<file path="src/hdl/alvr_pkg.sv">
// Shared types and constants for the acceleration-limited velocity ramp.
`default_nettype none

package alvr_pkg;

  // Controller states
  typedef enum logic [2:0] {
    ST_IDLE,
    ST_DIV_START,
    ST_DIV_WAIT,
    ST_APPLY,
    ST_FINISH
  } state_t;

  // Input item kinds, carried in tuser
  localparam logic MODE_TICK = 1'b0;
  localparam logic MODE_LOAD = 1'b1;

  // Configuration register indexes
  localparam int unsigned CFG_IDX_W = 3;
  localparam logic [CFG_IDX_W-1:0] REG_VEL_MAX  = 3'd0;
  localparam logic [CFG_IDX_W-1:0] REG_VEL_MIN  = 3'd1;
  localparam logic [CFG_IDX_W-1:0] REG_ACC_STEP = 3'd2;
  localparam logic [CFG_IDX_W-1:0] REG_TIMEOUT  = 3'd3;
  localparam logic [CFG_IDX_W-1:0] REG_DEADBAND = 3'd4;
  localparam logic [CFG_IDX_W-1:0] REG_DUMMY    = 3'd5;

  // Axis selection: x, y, theta
  localparam logic [1:0] AXIS_FIRST = 2'd0;
  localparam logic [1:0] AXIS_LAST  = 2'd2;

  localparam int unsigned DEADBAND_W     = 12;
  localparam int unsigned DEADBAND_RESET = 4;
  localparam int unsigned TIMEOUT_RESET  = 100;
  localparam int unsigned TICKS_RESET    = 100;
  localparam int unsigned PACK_LIMIT     = 64;

  typedef struct packed {
    logic       load;
    logic       tick_start;
    logic       div_start;
    logic       apply;
    logic       out_load;
    logic [1:0] axis;
  } cmd_t;

  typedef struct packed {
    logic dummy;
    logic div_done;
  } status_t;

endpackage

`default_nettype wire

</file>
<file path="src/hdl/alvr_div.sv">
// Restoring divider, one quotient bit per cycle, unsigned operands.
`default_nettype none

module alvr_div #(
  parameter int unsigned NUM_W = 16,
  parameter int unsigned DEN_W = 17
) (
  input  wire logic             clk,
  input  wire logic             rst,
  input  wire logic             start,
  input  wire logic [NUM_W-1:0] num,
  input  wire logic [DEN_W-1:0] den,
  output logic      [NUM_W-1:0] quo,
  output logic                  done
);

  localparam int unsigned CNT_W = $clog2(NUM_W + 1);

  logic [CNT_W-1:0] cnt;
  logic [NUM_W-1:0] num_sh;
  logic [DEN_W-1:0] rem;
  logic [DEN_W-1:0] den_r;
  logic [DEN_W:0]   trial;
  logic [DEN_W:0]   diff;
  logic             fits;

  assign trial = {rem, num_sh[NUM_W-1]};
  assign fits  = trial >= {1'b0, den_r};
  assign diff  = trial - {1'b0, den_r};

  always_ff @(posedge clk) begin
    if (rst) begin
      cnt <= '0;
    end else if (start) begin
      cnt <= CNT_W'(NUM_W);
    end else if (cnt != '0) begin
      cnt <= cnt - 1'b1;
    end
  end

  always_ff @(posedge clk) begin
    if (start) begin
      num_sh <= num;
      rem    <= '0;
      den_r  <= den;
      quo    <= '0;
    end else if (cnt != '0) begin
      num_sh <= num_sh << 1;
      rem    <= fits ? diff[DEN_W-1:0] : trial[DEN_W-1:0];
      quo    <= {quo[NUM_W-2:0], fits};
    end
  end

  assign done = (cnt == '0);

endmodule

`default_nettype wire

</file>
<file path="src/hdl/alvr_datapath.sv">
// Datapath: configuration, axis state, countdown, shared divider and result register.
`default_nettype none

module alvr_datapath #(
  parameter int unsigned VEL_WIDTH  = 16,
  parameter int unsigned TICK_WIDTH = 16,
  parameter int unsigned CFG_W      = 48
) (
  input  wire logic                                    clk,
  input  wire logic                                    rst,
  input  wire alvr_pkg::cmd_t                          cmd,
  output alvr_pkg::status_t                            stat,
  input  wire logic                                    cfg_wr_en,
  input  wire logic [alvr_pkg::CFG_IDX_W-1:0]          cfg_index,
  input  wire logic [CFG_W-1:0]                        cfg_data,
  input  wire logic signed [VEL_WIDTH-1:0]             in_target_x,
  input  wire logic signed [VEL_WIDTH-1:0]             in_target_y,
  input  wire logic signed [VEL_WIDTH-1:0]             in_target_theta,
  input  wire logic [TICK_WIDTH-1:0]                   in_due_ticks,
  output logic signed [VEL_WIDTH-1:0]                  out_vel_x,
  output logic signed [VEL_WIDTH-1:0]                  out_vel_y,
  output logic signed [VEL_WIDTH-1:0]                  out_vel_theta,
  output logic signed [VEL_WIDTH-1:0]                  out_target_x,
  output logic signed [VEL_WIDTH-1:0]                  out_target_y,
  output logic signed [VEL_WIDTH-1:0]                  out_target_theta,
  output logic                                         out_cmd_valid,
  output logic                                         out_stale
);

  localparam int unsigned VW     = VEL_WIDTH;
  localparam int unsigned TW     = TICK_WIDTH;
  localparam int unsigned PW     = 3 * VW;
  localparam int unsigned PACK_W = (PW > alvr_pkg::PACK_LIMIT) ? alvr_pkg::PACK_LIMIT : PW;
  localparam int unsigned RW     = TW + 1;
  localparam int unsigned CNTW   = TW + 2;
  localparam int unsigned DBW    = (VW > alvr_pkg::DEADBAND_W) ? VW : alvr_pkg::DEADBAND_W;
  localparam logic [PW-1:0]   PACK_MASK = ~({PW{1'b1}} << PACK_W);
  localparam logic [CNTW-1:0] CNT_MIN   = {1'b1, {(CNTW-1){1'b0}}};

  // Configuration
  logic [PW-1:0]                     vel_max;
  logic [PW-1:0]                     vel_min;
  logic [PW-1:0]                     acc_step;
  logic [TW-1:0]                     timeout_ticks;
  logic [alvr_pkg::DEADBAND_W-1:0]   deadband;
  logic                              hold_mode;

  // Axis state
  logic signed [VW-1:0]   vel [3];
  logic signed [VW-1:0]   tgt [3];
  logic signed [CNTW-1:0] ticks;
  logic [RW-1:0]          r_div;
  logic                   stale_r;
  logic                   valid_r;
  logic                   err_neg;

  logic signed [VW-1:0] hi [3];
  logic signed [VW-1:0] lo [3];
  logic signed [VW-1:0] acc [3];

  always_comb begin
    for (int i = 0; i < 3; i++) begin
      hi[i]  = vel_max[i*VW +: VW];
      lo[i]  = vel_min[i*VW +: VW];
      acc[i] = acc_step[i*VW +: VW];
    end
  end

  function automatic logic signed [VW-1:0] clip(input logic signed [VW+1:0] v,
                                                input logic signed [VW-1:0] up,
                                                input logic signed [VW-1:0] dn);
    logic signed [VW+1:0] up_x;
    logic signed [VW+1:0] dn_x;
    up_x = (VW+2)'(up);
    dn_x = (VW+2)'(dn);
    if (v > up_x) begin
      return up;
    end else if (v < dn_x) begin
      return dn;
    end
    return v[VW-1:0];
  endfunction

  always_ff @(posedge clk) begin
    if (rst) begin
      vel_max       <= '0;
      vel_min       <= '0;
      acc_step      <= '0;
      timeout_ticks <= TW'(alvr_pkg::TIMEOUT_RESET);
      deadband      <= alvr_pkg::DEADBAND_W'(alvr_pkg::DEADBAND_RESET);
      hold_mode     <= 1'b0;
    end else if (cfg_wr_en) begin
      case (cfg_index)
        alvr_pkg::REG_VEL_MAX:  vel_max       <= cfg_data[PW-1:0] & PACK_MASK;
        alvr_pkg::REG_VEL_MIN:  vel_min       <= cfg_data[PW-1:0] & PACK_MASK;
        alvr_pkg::REG_ACC_STEP: acc_step      <= cfg_data[PW-1:0] & PACK_MASK;
        alvr_pkg::REG_TIMEOUT:  timeout_ticks <= cfg_data[TW-1:0];
        alvr_pkg::REG_DEADBAND: deadband      <= cfg_data[alvr_pkg::DEADBAND_W-1:0];
        alvr_pkg::REG_DUMMY:    hold_mode     <= cfg_data[0];
        default: ;
      endcase
    end
  end

  // Tick entry: remaining ticks, timeout check
  logic                 ticks_pos;
  logic [CNTW-1:0]      ticks_mag;
  logic                 timed_out;

  assign ticks_pos = !ticks[CNTW-1] && (ticks != '0);
  assign ticks_mag = CNTW'(-ticks);
  assign timed_out = ticks[CNTW-1] && (ticks_mag > CNTW'(timeout_ticks));

  // Divider operand for the selected axis
  logic signed [VW:0] err;
  logic [VW:0]        err_abs;

  assign err     = (VW+1)'(tgt[cmd.axis]) - (VW+1)'(vel[cmd.axis]);
  assign err_abs = err[VW] ? (VW+1)'(-err) : err;

  logic [VW-1:0] quo;
  logic          div_done;

  alvr_div #(
    .NUM_W (VW),
    .DEN_W (RW)
  ) u_div (
    .clk   (clk),
    .rst   (rst),
    .start (cmd.div_start),
    .num   (err_abs[VW-1:0]),
    .den   (r_div),
    .quo   (quo),
    .done  (div_done)
  );

  // Step limit, integrate, clip, deadband
  logic [VW-1:0]        acc_mag;
  logic [VW-1:0]        step_mag;
  logic signed [VW+1:0] step;
  logic signed [VW+1:0] sum;
  logic signed [VW-1:0] clipped;
  logic [VW-1:0]        clipped_abs;
  logic signed [VW-1:0] vel_new;

  always_comb begin
    acc_mag     = acc[cmd.axis][VW-1] ? '0 : acc[cmd.axis];
    step_mag    = (quo > acc_mag) ? acc_mag : quo;
    step        = err_neg ? -(VW+2)'(step_mag) : (VW+2)'(step_mag);
    sum         = (VW+2)'(vel[cmd.axis]) + step;
    clipped     = clip(sum, hi[cmd.axis], lo[cmd.axis]);
    clipped_abs = clipped[VW-1] ? VW'(-clipped) : clipped;
    vel_new     = (DBW'(clipped_abs) < DBW'(deadband)) ? '0 : clipped;
  end

  always_ff @(posedge clk) begin
    if (rst) begin
      for (int i = 0; i < 3; i++) begin
        vel[i] <= '0;
        tgt[i] <= '0;
      end
      ticks <= CNTW'(alvr_pkg::TICKS_RESET);
    end else begin
      if (cmd.load) begin
        tgt[0] <= clip((VW+2)'(in_target_x), hi[0], lo[0]);
        tgt[1] <= clip((VW+2)'(in_target_y), hi[1], lo[1]);
        tgt[2] <= clip((VW+2)'(in_target_theta), hi[2], lo[2]);
        ticks  <= CNTW'(in_due_ticks);
      end
      if (cmd.tick_start) begin
        if (!hold_mode && timed_out) begin
          for (int i = 0; i < 3; i++) begin
            tgt[i] <= '0;
          end
        end
        // saturate the countdown at its floor
        if (ticks != CNT_MIN) begin
          ticks <= ticks - 1'b1;
        end
      end
      if (cmd.apply) begin
        vel[cmd.axis] <= vel_new;
      end
    end
  end

  always_ff @(posedge clk) begin
    if (cmd.tick_start) begin
      r_div   <= ticks_pos ? ticks[RW-1:0] : RW'(1);
      stale_r <= !hold_mode && timed_out;
      valid_r <= !hold_mode;
    end
    if (cmd.div_start) begin
      err_neg <= err[VW];
    end
  end

  // Result register
  always_ff @(posedge clk) begin
    if (cmd.out_load) begin
      out_vel_x        <= vel[0];
      out_vel_y        <= vel[1];
      out_vel_theta    <= vel[2];
      out_target_x     <= tgt[0];
      out_target_y     <= tgt[1];
      out_target_theta <= tgt[2];
      out_cmd_valid    <= valid_r;
      out_stale        <= stale_r;
    end
  end

  assign stat = '{dummy: hold_mode, div_done: div_done};

endmodule

`default_nettype wire

</file>
<file path="src/hdl/alvr_ctrl.sv">
// Controller: sequences load, per-axis divide and update, and result handover.
`default_nettype none

module alvr_ctrl (
  input  wire logic              clk,
  input  wire logic              rst,
  input  wire logic              in_valid,
  output logic                   in_ready,
  input  wire logic              in_mode,
  output logic                   out_valid,
  input  wire logic              out_ready,
  output alvr_pkg::cmd_t         cmd,
  input  wire alvr_pkg::status_t stat
);

  alvr_pkg::state_t state;
  alvr_pkg::state_t state_next;
  logic [1:0]       axis;
  logic             accept;
  logic             out_free;

  assign accept   = in_valid && in_ready;
  assign out_free = !out_valid || out_ready;

  always_comb begin
    state_next = state;
    case (state)
      alvr_pkg::ST_IDLE: begin
        if (accept && in_mode == alvr_pkg::MODE_TICK) begin
          state_next = stat.dummy ? alvr_pkg::ST_FINISH : alvr_pkg::ST_DIV_START;
        end
      end
      alvr_pkg::ST_DIV_START: state_next = alvr_pkg::ST_DIV_WAIT;
      alvr_pkg::ST_DIV_WAIT: begin
        if (stat.div_done) begin
          state_next = alvr_pkg::ST_APPLY;
        end
      end
      alvr_pkg::ST_APPLY: begin
        state_next = (axis == alvr_pkg::AXIS_LAST) ? alvr_pkg::ST_FINISH
                                                   : alvr_pkg::ST_DIV_START;
      end
      alvr_pkg::ST_FINISH: begin
        if (out_free) begin
          state_next = alvr_pkg::ST_IDLE;
        end
      end
      default: state_next = alvr_pkg::ST_IDLE;
    endcase
  end

  always_comb begin
    in_ready       = (state == alvr_pkg::ST_IDLE);
    cmd.load       = accept && in_mode == alvr_pkg::MODE_LOAD;
    cmd.tick_start = accept && in_mode == alvr_pkg::MODE_TICK;
    cmd.div_start  = (state == alvr_pkg::ST_DIV_START);
    cmd.apply      = (state == alvr_pkg::ST_APPLY);
    cmd.out_load   = (state == alvr_pkg::ST_FINISH) && out_free;
    cmd.axis       = axis;
  end

  always_ff @(posedge clk) begin
    if (rst) begin
      state     <= alvr_pkg::ST_IDLE;
      axis      <= alvr_pkg::AXIS_FIRST;
      out_valid <= 1'b0;
    end else begin
      state <= state_next;
      if (state == alvr_pkg::ST_IDLE) begin
        axis <= alvr_pkg::AXIS_FIRST;
      end else if (state == alvr_pkg::ST_APPLY) begin
        axis <= axis + 1'b1;
      end
      if (cmd.out_load) begin
        out_valid <= 1'b1;
      end else if (out_ready) begin
        out_valid <= 1'b0;
      end
    end
  end

`ifndef ASSERT_OFF
  a_no_overwrite: assert property (@(posedge clk) disable iff (rst)
    cmd.out_load |-> (!out_valid || out_ready))
    else $error("result register overwritten before its beat was taken");

  a_last_axis_finish: assert property (@(posedge clk) disable iff (rst)
    (state == alvr_pkg::ST_APPLY && axis == alvr_pkg::AXIS_LAST)
      |=> state == alvr_pkg::ST_FINISH)
    else $error("tick did not finish after the last axis");

  a_dummy_skip: assert property (@(posedge clk) disable iff (rst)
    (cmd.tick_start && stat.dummy) |=> state == alvr_pkg::ST_FINISH)
    else $error("dummy tick entered the divide sequence");

  a_valid_source: assert property (@(posedge clk) disable iff (rst)
    $rose(out_valid) |-> $past(state) == alvr_pkg::ST_FINISH)
    else $error("result raised outside the finish step");
`endif

endmodule

`default_nettype wire

</file>
<file path="src/hdl/accel_limited_velocity_ramp_top.sv">
// Top level: stream ports, configuration port, controller and datapath.
`default_nettype none

// Three-axis velocity slew limiter (x, y, theta), signed Q4.12. A load beat
// (tuser = 1) clips a new target to the velocity limits and sets the due
// countdown; it yields no output beat. A tick beat (tuser = 0) moves each
// axis toward its target by error / remaining ticks, limited to the per-tick
// acceleration step, then clips and applies the deadband, and yields one
// output beat. Each tick runs the three axes in turn through the single
// restoring divider they share, one quotient bit per cycle, and the next beat
// is taken only once the result is registered; in dummy mode the tick skips
// the divider. The result sits in an output register, so the next beat is
// accepted while it waits to be taken; a tick that finishes while that
// register is still full holds until it is taken.
// Configuration is written through cfg_wr_en/cfg_index/cfg_data; the user
// must write it only while idle, as the block does not enforce this.

module accel_limited_velocity_ramp_top #(
  parameter int unsigned VEL_WIDTH  = 16,
  parameter int unsigned TICK_WIDTH = 16
) (
  input  wire logic                                clk,
  input  wire logic                                rst,
  // target_x, target_y, target_theta, due_ticks, zero padding
  input  wire logic [((3*VEL_WIDTH+TICK_WIDTH+7)/8)*8-1:0] s_axis_tdata,
  // mode
  input  wire logic                                s_axis_tuser,
  input  wire logic                                s_axis_tvalid,
  output logic                                     s_axis_tready,
  // vel_x, vel_y, vel_theta, cur_target_x, cur_target_y, cur_target_theta, zero padding
  output logic [((6*VEL_WIDTH+7)/8)*8-1:0]         m_axis_tdata,
  // cmd_valid, stale
  output logic [1:0]                               m_axis_tuser,
  output logic                                     m_axis_tvalid,
  input  wire logic                                m_axis_tready,
  input  wire logic                                cfg_wr_en,
  input  wire logic [alvr_pkg::CFG_IDX_W-1:0]      cfg_index,
  input  wire logic [((3*VEL_WIDTH > TICK_WIDTH) ? 3*VEL_WIDTH : TICK_WIDTH)-1:0] cfg_data
);

  localparam int unsigned VW     = VEL_WIDTH;
  localparam int unsigned TW     = TICK_WIDTH;
  localparam int unsigned OUT_DW = ((6*VW+7)/8)*8;
  localparam int unsigned CFG_W  = (3*VW > TW) ? 3*VW : TW;

  alvr_pkg::cmd_t    cmd;
  alvr_pkg::status_t stat;

  logic signed [VW-1:0] vel_x;
  logic signed [VW-1:0] vel_y;
  logic signed [VW-1:0] vel_theta;
  logic signed [VW-1:0] cur_target_x;
  logic signed [VW-1:0] cur_target_y;
  logic signed [VW-1:0] cur_target_theta;
  logic                 cmd_valid;
  logic                 stale;

  alvr_ctrl u_ctrl (
    .clk       (clk),
    .rst       (rst),
    .in_valid  (s_axis_tvalid),
    .in_ready  (s_axis_tready),
    .in_mode   (s_axis_tuser),
    .out_valid (m_axis_tvalid),
    .out_ready (m_axis_tready),
    .cmd       (cmd),
    .stat      (stat)
  );

  alvr_datapath #(
    .VEL_WIDTH  (VW),
    .TICK_WIDTH (TW),
    .CFG_W      (CFG_W)
  ) u_datapath (
    .clk              (clk),
    .rst              (rst),
    .cmd              (cmd),
    .stat             (stat),
    .cfg_wr_en        (cfg_wr_en),
    .cfg_index        (cfg_index),
    .cfg_data         (cfg_data),
    .in_target_x      (s_axis_tdata[0 +: VW]),
    .in_target_y      (s_axis_tdata[VW +: VW]),
    .in_target_theta  (s_axis_tdata[2*VW +: VW]),
    .in_due_ticks     (s_axis_tdata[3*VW +: TW]),
    .out_vel_x        (vel_x),
    .out_vel_y        (vel_y),
    .out_vel_theta    (vel_theta),
    .out_target_x     (cur_target_x),
    .out_target_y     (cur_target_y),
    .out_target_theta (cur_target_theta),
    .out_cmd_valid    (cmd_valid),
    .out_stale        (stale)
  );

  assign m_axis_tdata = OUT_DW'({cur_target_theta, cur_target_y, cur_target_x,
                                 vel_theta, vel_y, vel_x});
  assign m_axis_tuser = {stale, cmd_valid};

endmodule

`default_nettype wire

</file>
<file path="config.mk">
export PLATFORM = sky130hd
export DESIGN_NAME = accel_limited_velocity_ramp_top
export DESIGN_NICKNAME = d
export VERILOG_FILES = /design/src/hdl/alvr_pkg.sv /design/src/hdl/alvr_div.sv /design/src/hdl/alvr_datapath.sv /design/src/hdl/alvr_ctrl.sv /design/src/hdl/accel_limited_velocity_ramp_top.sv
export SDC_FILE = /design/constraint.sdc
export NUM_CORES = 1
export LEC_CHECK = 0
export BUFFER_PORTS_ARGS = -buffer_cell sky130_fd_sc_hd__buf_4
export CAP_MARGIN = 20
export CELL_PAD_IN_SITES_DETAIL_PLACEMENT = 0
export CELL_PAD_IN_SITES_GLOBAL_PLACEMENT = 2
export CORE_MARGIN = 3
export CORE_UTILIZATION = 38
export DETAILED_ROUTE_END_ITERATION = 8
export HOLD_SLACK_MARGIN = 0.02
export PLACE_DENSITY_LB_ADDON = 0.1
export SLEW_MARGIN = 10
export SYNTH_ARGS = -nofsm -noshare
export SYNTH_HDL_FRONTEND = slang
export SYNTH_SLANG_ARGS = --single-unit
export TNS_END_PERCENT = 20
</file>
<file path="constraint.sdc">
create_clock -name clk -period 15.35 [get_ports clk]
set_input_delay 3.07 -clock clk [delete_from_list [all_inputs] [get_ports clk]]
set_output_delay 3.07 -clock clk [all_outputs]
set_load 0.1 [all_outputs]
</file>
### After elaboration in Yosys (flattened, before gate mapping)

Memories as Yosys holds them, arrays and structs flattened. A register that Yosys moved wholly into a read port is not among the register bits.
Index checks and enable logic that the tools add are counted.

| word-level totals | value |
|---|---|
| output and inout bits | 100 |
| memories kept | 2 |
| latch bits | 0 |
| flip-flop bits (word level) | 290 |
| bits of input ports | 121 |
| logic and storage cells | 185 |
| bits in writable memories | 96 |
| memory bits (read-only) | 0 |

| cells by class | value |
|---|---|
| equal/unequal tests | 14 |
| bitwise operators | 8 |
| shift operators | 0 |
| reductions and logical operators | 28 |
| muxes and demuxes | 88 |
| $add $sub $neg | 10 |
| div/mod/pow operators | 0 |
| multipliers | 0 |
| $lt $le $gt $ge | 13 |

Memories:

| name | depth | width | rd ports | clocked after Yosys merged registers in | wr ports | RTL line | RTL |
|---|---|---|---|---|---|---|---|
| u_datapath.tgt | 3 | 16 | 4 | 4 | 3 | alvr_datapath.sv:50 | `logic signed [VW-1:0] tgt [3];` |
| u_datapath.vel | 3 | 16 | 4 | 4 | 3 | alvr_datapath.sv:49 | `logic signed [VW-1:0] vel [3];` |

Operators with widths:

| kind | count |
|---|---|
| $mux W16 | 37 |
| $bmux W16 S2 | 3 |
| $mux W18 | 4 |
| $gt A16 B16 Y1 | 4 |
| $lt A16 B16 Y1 | 3 |
| $gt A18 B16 Y1 | 2 |
| $neg A16 Y16 | 2 |
| $mux W1 | 29 |
| $add A16 B18 Y18 | 1 |
| $ge A18 B17 Y1 | 1 |
| $lt A18 B16 Y1 | 1 |
| $ne A18 B18 Y1 const B | 1 |
| $neg A16 Y18 | 1 |
| $neg A18 Y18 | 1 |
| $reduce_bool A18 Y1 | 1 |
| $sub A18 B1 Y18 const B | 1 |
| $mux W17 | 1 |
| $sub A16 B16 Y17 | 1 |
| $sub A17 B17 Y17 | 1 |
| $lt A16 B12 Y1 | 1 |
| $reduce_or A16 Y1 | 1 |
| $mux W15 | 1 |
| $mux W3 | 5 |
| $pmux W3 S5 | 1 |
| other kinds (24) | 57 |

### Depth between registers and ports, before layout

Gate-level depths: netlist of the first run.

| depth | value |
|---|---|
| word-level depth | 19 |
| gate-level depth with buffers | 62 |
| depth with buffers taken out | 52 |

### Cells and area by module

A second synthesis of the first run with hierarchy kept.

| unflattened totals | value |
|---|---|
| cell total of the unflattened synthesis | 3347 |
| area total of the unflattened synthesis | 29617.2 um2 |

By module, submodules not included:

| module | instances | seq. area each (um2) | cells each | area each (um2) |
|---|---|---|---|---|
| alvr_datapath | 1 | 10249.8 | 2944 | 25660.9 |
| alvr_div | 1 | 1751.7 | 358 | 3560.9 |
| alvr_ctrl | 1 | 120.1 | 43 | 380.4 |
| accel_limited_velocity_ramp_top | 1 | 0.0 | 2 | 15.0 |

### Worst setup path after synthesis of the first run

Ideal clock, no wire load.

| timing path | value |
|---|---|
| path type | register to register |
| from | register u_ctrl.axis[1] |
| to | memory u_datapath.vel[1][7] in the netlist's numbering (data pin) |
| required time | 15074 ps |
| arrival time | 11858 ps |
| period minus slack after synthesis | 12134 ps |
| setup time | 276 ps |
| stages on the path, launching flop included | 58 |
| setup slack | 3216 ps |
| path buffers | 12 |
| cells stage by stage | dfxtp_1 -> buf_2 -> buf_2 -> buf_4 -> buf_2 -> buf_2 -> buf_2 -> mux2i_1 -> nor2_1 -> a21oi_1 -> nor2_1 -> inv_1 -> ha_1 -> nand4_1 -> nor4_1 -> nand2_1 -> o221ai_1 -> o31a_1 -> [... 22 more ...] -> o41ai_1 -> a31oi_1 -> nor2_1 -> clkbuf_1 -> nand2_1 -> o211ai_1 -> clkbuf_1 -> nor2_1 -> xnor2_1 -> ha_1 -> a21oi_1 -> o22ai_1 -> nor4_1 -> nor3_1 -> a2111oi_2 -> a21boi_2 -> buf_2 -> nor3_1 |

RTL lines:

| item | RTL line | RTL |
|---|---|---|
| from (decl) | alvr_ctrl.sv:18 | `logic [1:0] axis;` |
| from (signal assigned) | alvr_ctrl.sv:65 | `axis <= alvr_pkg::AXIS_FIRST;` |
| from (signal assigned) | alvr_ctrl.sv:70 | `axis <= alvr_pkg::AXIS_FIRST;` |
| from (signal assigned) | alvr_ctrl.sv:72 | `axis <= axis + 1'b1;` |
| to (decl) | alvr_datapath.sv:49 |  |

==> qor.yml, run 1 <==
status:
  outcome: "finished, final reports clean"
finish:
  drive_gt1_frac: 0.126
  final_cells: 4335
  mostFrequentLayoutCells: "nand2_1 (509), a21oi_1 (308), edfxtp_1 (263)"
  synthToLayoutAreaGrowth_pct: 16.0
  layout_commonest_cell: "nand2_1"
  nNetsFinal: 3675
  insertedDiodeCount: 0
  nFillCells: 7298
clock_tree:
  clk_latency_ps: 630
  cts_htree_levels: 2
  cts_buffers: 57
  postCtsSetupBuffers: 0
  root_buffer: "clkbuf_16"
  cts_tree: "yes"
  cts.sinks: 500
  clockBufferDepth: 3
  cts-resized-gates: 0
  cts_hold_buffers: 0
  clkTransAtPathRegs_ps: 60
critical_path:
  r2r_cells: 50
  endpoint_kind: "flop"
  regToRegSetupSlack_ps: 2210
  r2r-end: "u_datapath.vel[1][4]"
  setup.worst_path.start: "u_ctrl.axis[1]"
  worstPathRequired_ps: 15680
  r2r-start: "u_ctrl.axis[1]"
  crit_fanout: 40
  cp_slowest_cell: "o21ai_1"
  criticalPathCategory: "flop to flop"
  crit_end: "u_datapath.vel[1][4]"
  crit_path_start_kind: "flop"
  slowest_delay_ps: 790
  arrival_ps: 13470
  critPathMostFrequentCell: "ha_1"
timing:
  setup_viol: 0
  tns_ps: 0
  timing_hold_violations_final: 0
  setup_ws_ps: 2210
  finalClockSkew_ps: 24.3
  fmax_mhz: 76.1
  relSlewSlack: 0.294
  min_period_ps: 13140
  tightest_slew_ps: 1060
  finalMaxSlewViolations: 0
  rsz0062_at_grt: "no"
  post-route-period-util: 0.856
route:
  drc: 0
  vias_per_cell: 5.50
  first_pass_iters: 5
  antenna_left: 0
  num_vias: 23800
  drt-initial-drc-count: 1986
  wl_per_cell_um: 23.6
  totalWireLength_um: 102000
hold_path:
  hold_class: "flop to flop"
placed_design:
  pre_cts_slack_ps: 2120
  placed_cells: 4224
  place.gp.congestion: 0.894
  place_hpwl_um: 80100
  io_buffers: 220
logic_synthesis:
  syn_nets: 3512
  yosysTopAreaCell: "edfxtp_1"
  ys.flop_type: "edfxtp_1"
  ys_types: 84
  synth_edf_count: 263
  yosysWarnings: 0
  synth_top_area_share: 0.273
  synthArstFlopShare: 0
  ys_seq_area_frac: 0.437
  synth_area_per_cell_um2: 9.16
  ys_top_cells_by_area: "edfxtp_1 (27%), dfxtp_1 (16%), ha_1 (10%), nand2_1 (6.6%), a21oi_1 (5.4%)"
  syn_area_um2: 28900
  syn_inst: 3156
  synth_seq_cells: 500
die:
  die_w_um: 282
  rows: 100
  dieArea_um2: 79400
  core-area_um2: 74900
  pin_count: 221
  die_height_um: 282
  initial_core_util: 0.386
run:
  drv_cap: 0
grt:
  grt_max_degree: 93
  grt_pass1_vias: 22600
  grtUsageTotal: 0.254
  gr-total-overflow: 0
  grt_pass1_wl_um: 150000
  antenna_found_initial: 2
[how the worst min path moves through the flow]
| stage | slack (ps) | start | to | cells after the start |
|---|---|---|---|---|
| 2_1_floorplan | 400 | u_datapath.valid_r | u_datapath.out_cmd_valid | 0 |
| 3_3_place_gp | 400 | u_datapath.r_div[6] | u_datapath.u_div.den_r[6] | 0 |
| 3_5_place_dp | 400 | u_datapath.r_div[4] | u_datapath.u_div.den_r[4] | 0 |
| 4_1_cts | 400 | u_datapath.valid_r | u_datapath.out_cmd_valid | 0 |
| 5_1_grt | 420 | u_datapath.r_div[13] | u_datapath.u_div.den_r[13] | 0 |
| 6_report | 410 | u_datapath.valid_r | u_datapath.out_cmd_valid | 0 |
[logic make-up after synthesis]
| family | after synthesis | synth area share |
|---|---|---|
| AND/OR/NAND/NOR | 1046 | 0.161 |
| AO/OA/AOI/OAI | 744 | 0.160 |
| flip-flops | 500 | 0.437 |
| buffers and inverters | 383 | 0.0507 |
| adder cells (fa/ha/maj) | 235 | 0.103 |
| multiplexers | 154 | 0.0607 |
| XOR/XNOR | 94 | 0.0285 |
[routing by layer]
metal,track usage,vias up,part of all wire
li1,-,11500,-
met1,0.361,11500,0.46
met2,0.409,668,0.46
met3,0.0320,113,0.054
met4,0.0637,0,0.025
met5,0,-,0
[registers in the layout, summed over array words and instances (netlist names), 2 cells and up, named ones only]
name and count:
m_axis_tdata 96, u_ctrl.axis 2, u_ctrl.state 3, u_datapath.acc_step 48, u_datapath.deadband 12, u_datapath.r_div 17
u_datapath.tgt 48, u_datapath.ticks 18, u_datapath.timeout_ticks 16, u_datapath.u_div.cnt 5, u_datapath.u_div.den_r 17, u_datapath.u_div.num_sh 16
u_datapath.u_div.quo 16, u_datapath.u_div.rem 17, u_datapath.vel 64, u_datapath.vel_max 48, u_datapath.vel_min 48
[through the flow]
step	hold WS, ps	util	cell area, um^2
floorplan	400	-	28900
global placement	404	0.420	31500
detailed placement	405	0.421	31500
CTS	404	0.447	33500
global route	424	0.447	33500
finish	407	0.447	33500
[synth_stat cells, types with 10 or more instances]
library cell,count
nor2b_1,35
nor2_1,227
edfxtp_1,263
nor3_1,97
mux4_2,16
buf_2,13
nand2_1,509
buf_1,14
a21oi_1,310
ha_1,232
dfxtp_1,237
nand3_1,28
o31ai_1,10
a211oi_1,77
xnor2_1,62
o22ai_1,11
nand2b_1,22
a21o_1,41
mux2i_1,129
nor3b_1,11
nand4_1,28
o21bai_1,12
and2_1,10
nor4_1,13
o21ai_0,127
a31oi_1,26
o21a_1,38
xor2_1,32
clkbuf_1,125
a221oi_1,10
inv_1,228
and3_1,18
[layout make-up]
class | instances | area [um^2] | area share
repair buffers | 259 | 1980 | 0.0592
flip-flops and latches | 500 | 12600 | 0.377
multi-input cells | 2273 | 14900 | 0.444
clock buffers | 82 | 1640 | 0.0491
well taps | 969 | 1210 | 0.0362
inverters | 228 | 856 | 0.0255
clock inverters | 24 | 297 | 0.00885
[worst max-delay path, delay by kind of cell, from the launching register on]
family | cells | cell delay (ps)
xor gates and xnor gates | 3 | 440
adders and majority gates | 6 | 1690
and+or+nand+nor | 12 | 2390
muxes | 3 | 1060
AOI/OAI and AO/OA | 22 | 5930
DFF | 1 | 780
buffers and inverters | 4 | 480
Power of run 1 is left out: the tool's default activity adds up to more than one toggle a clock period on the data nets, which glitch-free logic cannot reach.
==> run 2, diff against run 1 <==
Settings changed: CORE_UTILIZATION 38 to 40, CTS_BUF_LIST from default to sky130_fd_sc_hd__clkbuf_2, RECOVER_POWER from default to 100.
==> qor.yml, run 2 (same netlist as run 1, synthesis figures left out) <==
timing:
  tns_ps: 0  # unchanged
  setup_viol: 0  # unchanged
  tightest_slew_ps: 7850  # +6790 ps
  rsz0062_at_grt: "no"
  finalMaxSlewViolations: 507  # +507
  post-route-period-util: 0.876  # +0.0198
  finalClockSkew_ps: 108  # +83.7 ps
  relSlewSlack: -4.23  # -4.53
  fmax_mhz: 74.4  # -2.3%
  min_period_ps: 13440  # +304 ps
  timing_hold_violations_final: 0  # unchanged
clock_tree:
  cts-resized-gates: 0  # unchanged
  clkTransAtPathRegs_ps: 100  # +40 ps
  clk_latency_ps: 1330  # +700 ps
  cts_buffers: 139  # +140%
  cts_hold_buffers: 0  # unchanged
  cts_htree_levels: 4  # +2
  cts_tree: "yes"
  cts.sinks: 500  # unchanged
  postCtsSetupBuffers: 0  # unchanged
  root_buffer: "clkbuf_2"
  clockBufferDepth: 3  # unchanged
route:
  first_pass_iters: 6  # +1
  antenna_left: 0  # unchanged
  vias_per_cell: 5.52  # +0.32%
  num_vias: 24500  # +2.8%
  totalWireLength_um: 102000  # -0.77%
  wl_per_cell_um: 22.9  # -3.2%
  drc: 0  # unchanged
  drt-initial-drc-count: 2081  # +4.8%
hold_path:
  hold_path_depth: 0  # unchanged
  hold_class: "flop to flop"
  hold_path_end: "u_datapath.u_div.den_r[10]"
  hp-start: "u_datapath.r_div[10]"
finish:
  mostFrequentLayoutCells: "nand2_1 (509), a21oi_1 (308), edfxtp_1 (263)"
  nFillCells: 7137  # -2.2%
  drive_gt1_frac: 0.123  # -0.00246
  nNetsFinal: 3754  # +2.1%
  stdcell_area_um2: 32400  # -3.4%
  synthToLayoutAreaGrowth_pct: 12.0
  largest_reg_flops: 96  # unchanged
  layout_commonest_cell: "nand2_1"
run:
  drv_cap: 8  # +8
die:
  initial_core_util: 0.408  # +0.0228
  core-area_um2: 70800  # -5.6%
  pin_count: 221  # unchanged
  die_height_um: 275  # -2.5%
  rows: 97  # -3.0%
  dieArea_um2: 75500  # -4.9%
  die_w_um: 275  # -2.5%
placed_design:
  place.gp.congestion: 0.927  # +3.7%
  io_buffers: 220  # unchanged
  place_hpwl_um: 78400  # -2.2%
  placed_area_um2: 31500  # about the same
grt:
  grtUsageTotal: 0.266  # +0.0121
  grt_max_degree: 163  # +75%
  antenna_found_initial: 3  # +1
  grt_pass1_wl_um: 148000  # -1.2%
  gr-total-overflow: 0  # unchanged
  grt_pass1_vias: 23200  # +2.7%
critical_path:
  crit_path_start_kind: "flop"
  crit_fanout: 54  # +35%
  r2r_cells: 50  # unchanged
  r2r-start: "u_ctrl.axis[0]"
  endpoint_kind: "flop"
  worstPathRequired_ps: 16340  # +660 ps
  r2r-end: "u_datapath.vel[1][2]"
  cp_slowest_cell: "o21ai_0"
  regToRegSetupSlack_ps: 1910  # -300 ps
  criticalPathCategory: "flop to flop"
  slowest_delay_ps: 1080  # +290 ps
  arrival_ps: 14440  # +970 ps
  critPathMostFrequentCell: "ha_1"
status:
  outcome: "finished, violations left"
  violations: "max-capacitance violations, max-slew violations"
run 2: critical path: cells and delay by family, from the launching register on:
family / cells / cell delay, ps
AOI/OAI and AO/OA: 22 / 6510
xor gates and xnor gates: 3 / 420
adders and majority gates: 6 / 1710
buffers and inverters: 5 / 850
DFF: 1 / 430
muxes: 2 / 890
and+or+nand+nor: 12 / 2310
run 2: layer usage:
layer / wire length (um) / vias to the layer above / GRT usage
li1: - / 11800 / -
met1: 45700 / 11800 / 0.364
met3: 6870 / 153 / 0.0559
met4: 3350 / 2 / 0.0964
met2: 45700 / 846 / 0.414
met5: 13 / - / 0
run 2: area by class of cell:
class / count / area, um^2 / share of cell area
multi-input cells: 2273 / 14800 / 0.459
repair buffers: 256 / 1530 / 0.0473
diodes: 4 / 10.0 / 0.000309
flip-flops and latches: 500 / 12600 / 0.391
clock buffers: 197 / 986 / 0.0305
clock inverters: 44 / 312 / 0.00963
well taps: 940 / 1180 / 0.0363
inverters: 228 / 856 / 0.0264
run 2: how the worst max path moves through the flow:
| stage | start | end | cells past startpoint |
|---|---|---|---|
| 2_1_floorplan | u_ctrl.axis[1] | u_datapath.vel[1][7] | 57 |
| 3_3_place_gp | u_ctrl.axis[0] | u_datapath.vel[0][2] | 51 |
| 3_5_place_dp | u_ctrl.axis[0] | u_datapath.vel[1][2] | 50 |
| 4_1_cts | u_ctrl.axis[0] | u_datapath.vel[0][6] | 50 |
| 5_1_grt | u_ctrl.axis[0] | u_datapath.vel[2][7] | 48 |
| 6_report | u_ctrl.axis[0] | u_datapath.vel[1][2] | 50 |
run 2: metrics by stage:
stage	std cells	hold slack [ps]	util	worst slack (ps)
2_1_floorplan	3156	400	-	3220
3_3_place_gp	4193	405	0.445	2480
3_5_place_dp	4195	405	0.445	2580
4_1_cts	4436	414	0.463	2530
5_1_grt	4442	423	0.457	664
6_report	4442	423	0.457	1910
Power of run 2 is left out for the same reason.
==> run 3, diff against run 2 <==
Settings changed: CORE_UTILIZATION 40 to 36, TNS_END_PERCENT 20 to 5.
Clock period 15.35 ns to 11.14 ns, I/O delays scaled along.
==> qor.yml, run 3 (same netlist as run 1, synthesis figures left out) <==
critical_path:
  crit_path_start_kind: "flop"
  worstPathRequired_ps: 12120  # -4220 ps
  r2r_cells: 48  # -4.0%
  arrival_ps: 11460  # -2980 ps
  endpoint_kind: "flop"
  regToRegSetupSlack_ps: 670  # -1240 ps
  critPathMostFrequentCell: "ha_1"
  cp_slowest_cell: "o41ai_2"
  slowest_delay_ps: 570  # -510 ps
  crit_fanout: 13  # -76%
  criticalPathCategory: "flop to flop"
timing:
  relSlewSlack: -1.82  # +2.41
  tns_ps: 0  # unchanged
  min_period_ps: 10470  # -2970 ps
  setup_viol: 0  # unchanged
  finalClockSkew_ps: 95.2  # -12.8 ps
  timing_hold_violations_final: 0  # unchanged
  fmax_mhz: 95.5  # +28%
  tightest_slew_ps: 4230  # -3620 ps
  finalMaxSlewViolations: 452  # -11%
  post-route-period-util: 0.940  # +0.0645
route:
  wl_per_cell_um: 22.9  # +0.21%
  totalWireLength_um: 105000  # +3.8%
  drc: 0  # unchanged
  first_pass_iters: 6  # unchanged
  num_vias: 24500  # -0.21%
  drt-initial-drc-count: 1805  # -13%
  vias_per_cell: 5.32  # -3.6%
  antenna_left: 0  # unchanged
clock_tree:
  cts_tree: "yes"
  cts_hold_buffers: 0  # unchanged
  clkTransAtPathRegs_ps: 100  # about the same
  cts_htree_levels: 4  # unchanged
  cts.sinks: 500  # unchanged
  clk_latency_ps: 1320  # about the same
  cts_buffers: 137  # -1.4%
  root_buffer: "clkbuf_2"
  clockBufferDepth: 3  # unchanged
placed_design:
  placed_area_um2: 31800  # +0.94%
  place_hpwl_um: 81300  # +3.8%
  io_buffers: 220  # unchanged
  place.gp.congestion: 0.889  # -4.1%
die:
  initial_core_util: 0.365  # -0.0438
  dieArea_um2: 83700  # +11%
  rows: 103  # +6.2%
  core-area_um2: 79300  # +12%
  die_height_um: 289  # +5.3%
  pin_count: 221  # unchanged
  die_w_um: 289  # +5.3%
finish:
  synthToLayoutAreaGrowth_pct: 14.2
  nNetsFinal: 3787  # +0.88%
  stdcell_area_um2: 33000  # +2.0%
  largest_reg_flops: 96  # unchanged
  layout_commonest_cell: "nand2_1"
  drive_gt1_frac: 0.139  # +0.0154
  mostFrequentLayoutCells: "nand2_1 (508), a21oi_1 (307), edfxtp_1 (263)"
status:
  outcome: "finished, violations left"
  violations: "max-capacitance violations, max-slew violations"
grt:
  antenna_found_initial: 3  # unchanged
  grt_pass1_vias: 23300  # +0.43%
  gr-total-overflow: 0  # unchanged
  grt_pass1_wl_um: 152000  # +3.1%
  grt_max_degree: 87  # -47%
  grtUsageTotal: 0.247  # -0.0181
run:
  drv_cap: 8  # unchanged
hold_path:
  hold_class: "flop to flop"
  hold_path_depth: 0  # unchanged
## run 3: cell count changes in the layout (fill, tap and decap cells not counted), moves of 3 or more
cell / delta
buf_4: +31
clkinv_1: +16
nor2_1: -3
nor2_2: +3
nor3_1: -3
nor3_2: +3
## run 3: routing by layer
metal	share of wire	up-vias	track usage	wire, um
met5	0	-	0	0
met4	0.021	0	0.0639	2190
met3	0.060	128	0.0463	6310
met2	0.46	750	0.394	48600
met1	0.46	11700	0.345	48400
li1	-	11900	-	-
## run 3: path summary, 6_finish.rpt
path / start / end
setup / recovery: u_ctrl.axis[1] / u_datapath.vel[0][7]
setup reg to reg: u_ctrl.axis[1] / u_datapath.vel[0][7]
hold reg to reg: u_datapath.r_div[10] / u_datapath.u_div.den_r[10]
hold / removal: u_datapath.r_div[10] / u_datapath.u_div.den_r[10]
## run 3: stage by stage
stage                      util  cells  hold slack, ps  setup WS [ps]
after CTS                 0.417   4576             379           38.4
after floorplan               -   3156             400           40.9
after global placement    0.401   4324             404            342
after global routing      0.417   4598             394          -9.25
final                     0.417   4599             375            667
after detailed placement  0.401   4325             405            137
## run 3: layout make-up
type	instances	area, um^2
well taps	1050	1310
repair buffers	291	1840
diodes	6	15.0
clock buffers	195	976
clock inverters	56	320
inverters	228	856
flip-flops and latches	500	12600
fillers	8100	46200
multi-input cells	2273	15000
## run 3: timing repair
action                                  4_1_cts  5_1_grt
endpoints found under the setup margin        0       64
resized for setup                             0       33
setup buffers                                 0       12
## run 3: critical path: cells and delay by family, from the launching register on
family / cells / cell delay, ps
simple gates: 9 / 1720
buf+inv: 5 / 630
mux: 2 / 430
compound gates: 23 / 5180
flops: 1 / 400
xor+xnor: 3 / 340
fa+ha+maj: 6 / 1470
Power of run 3 is left out for the same reason.
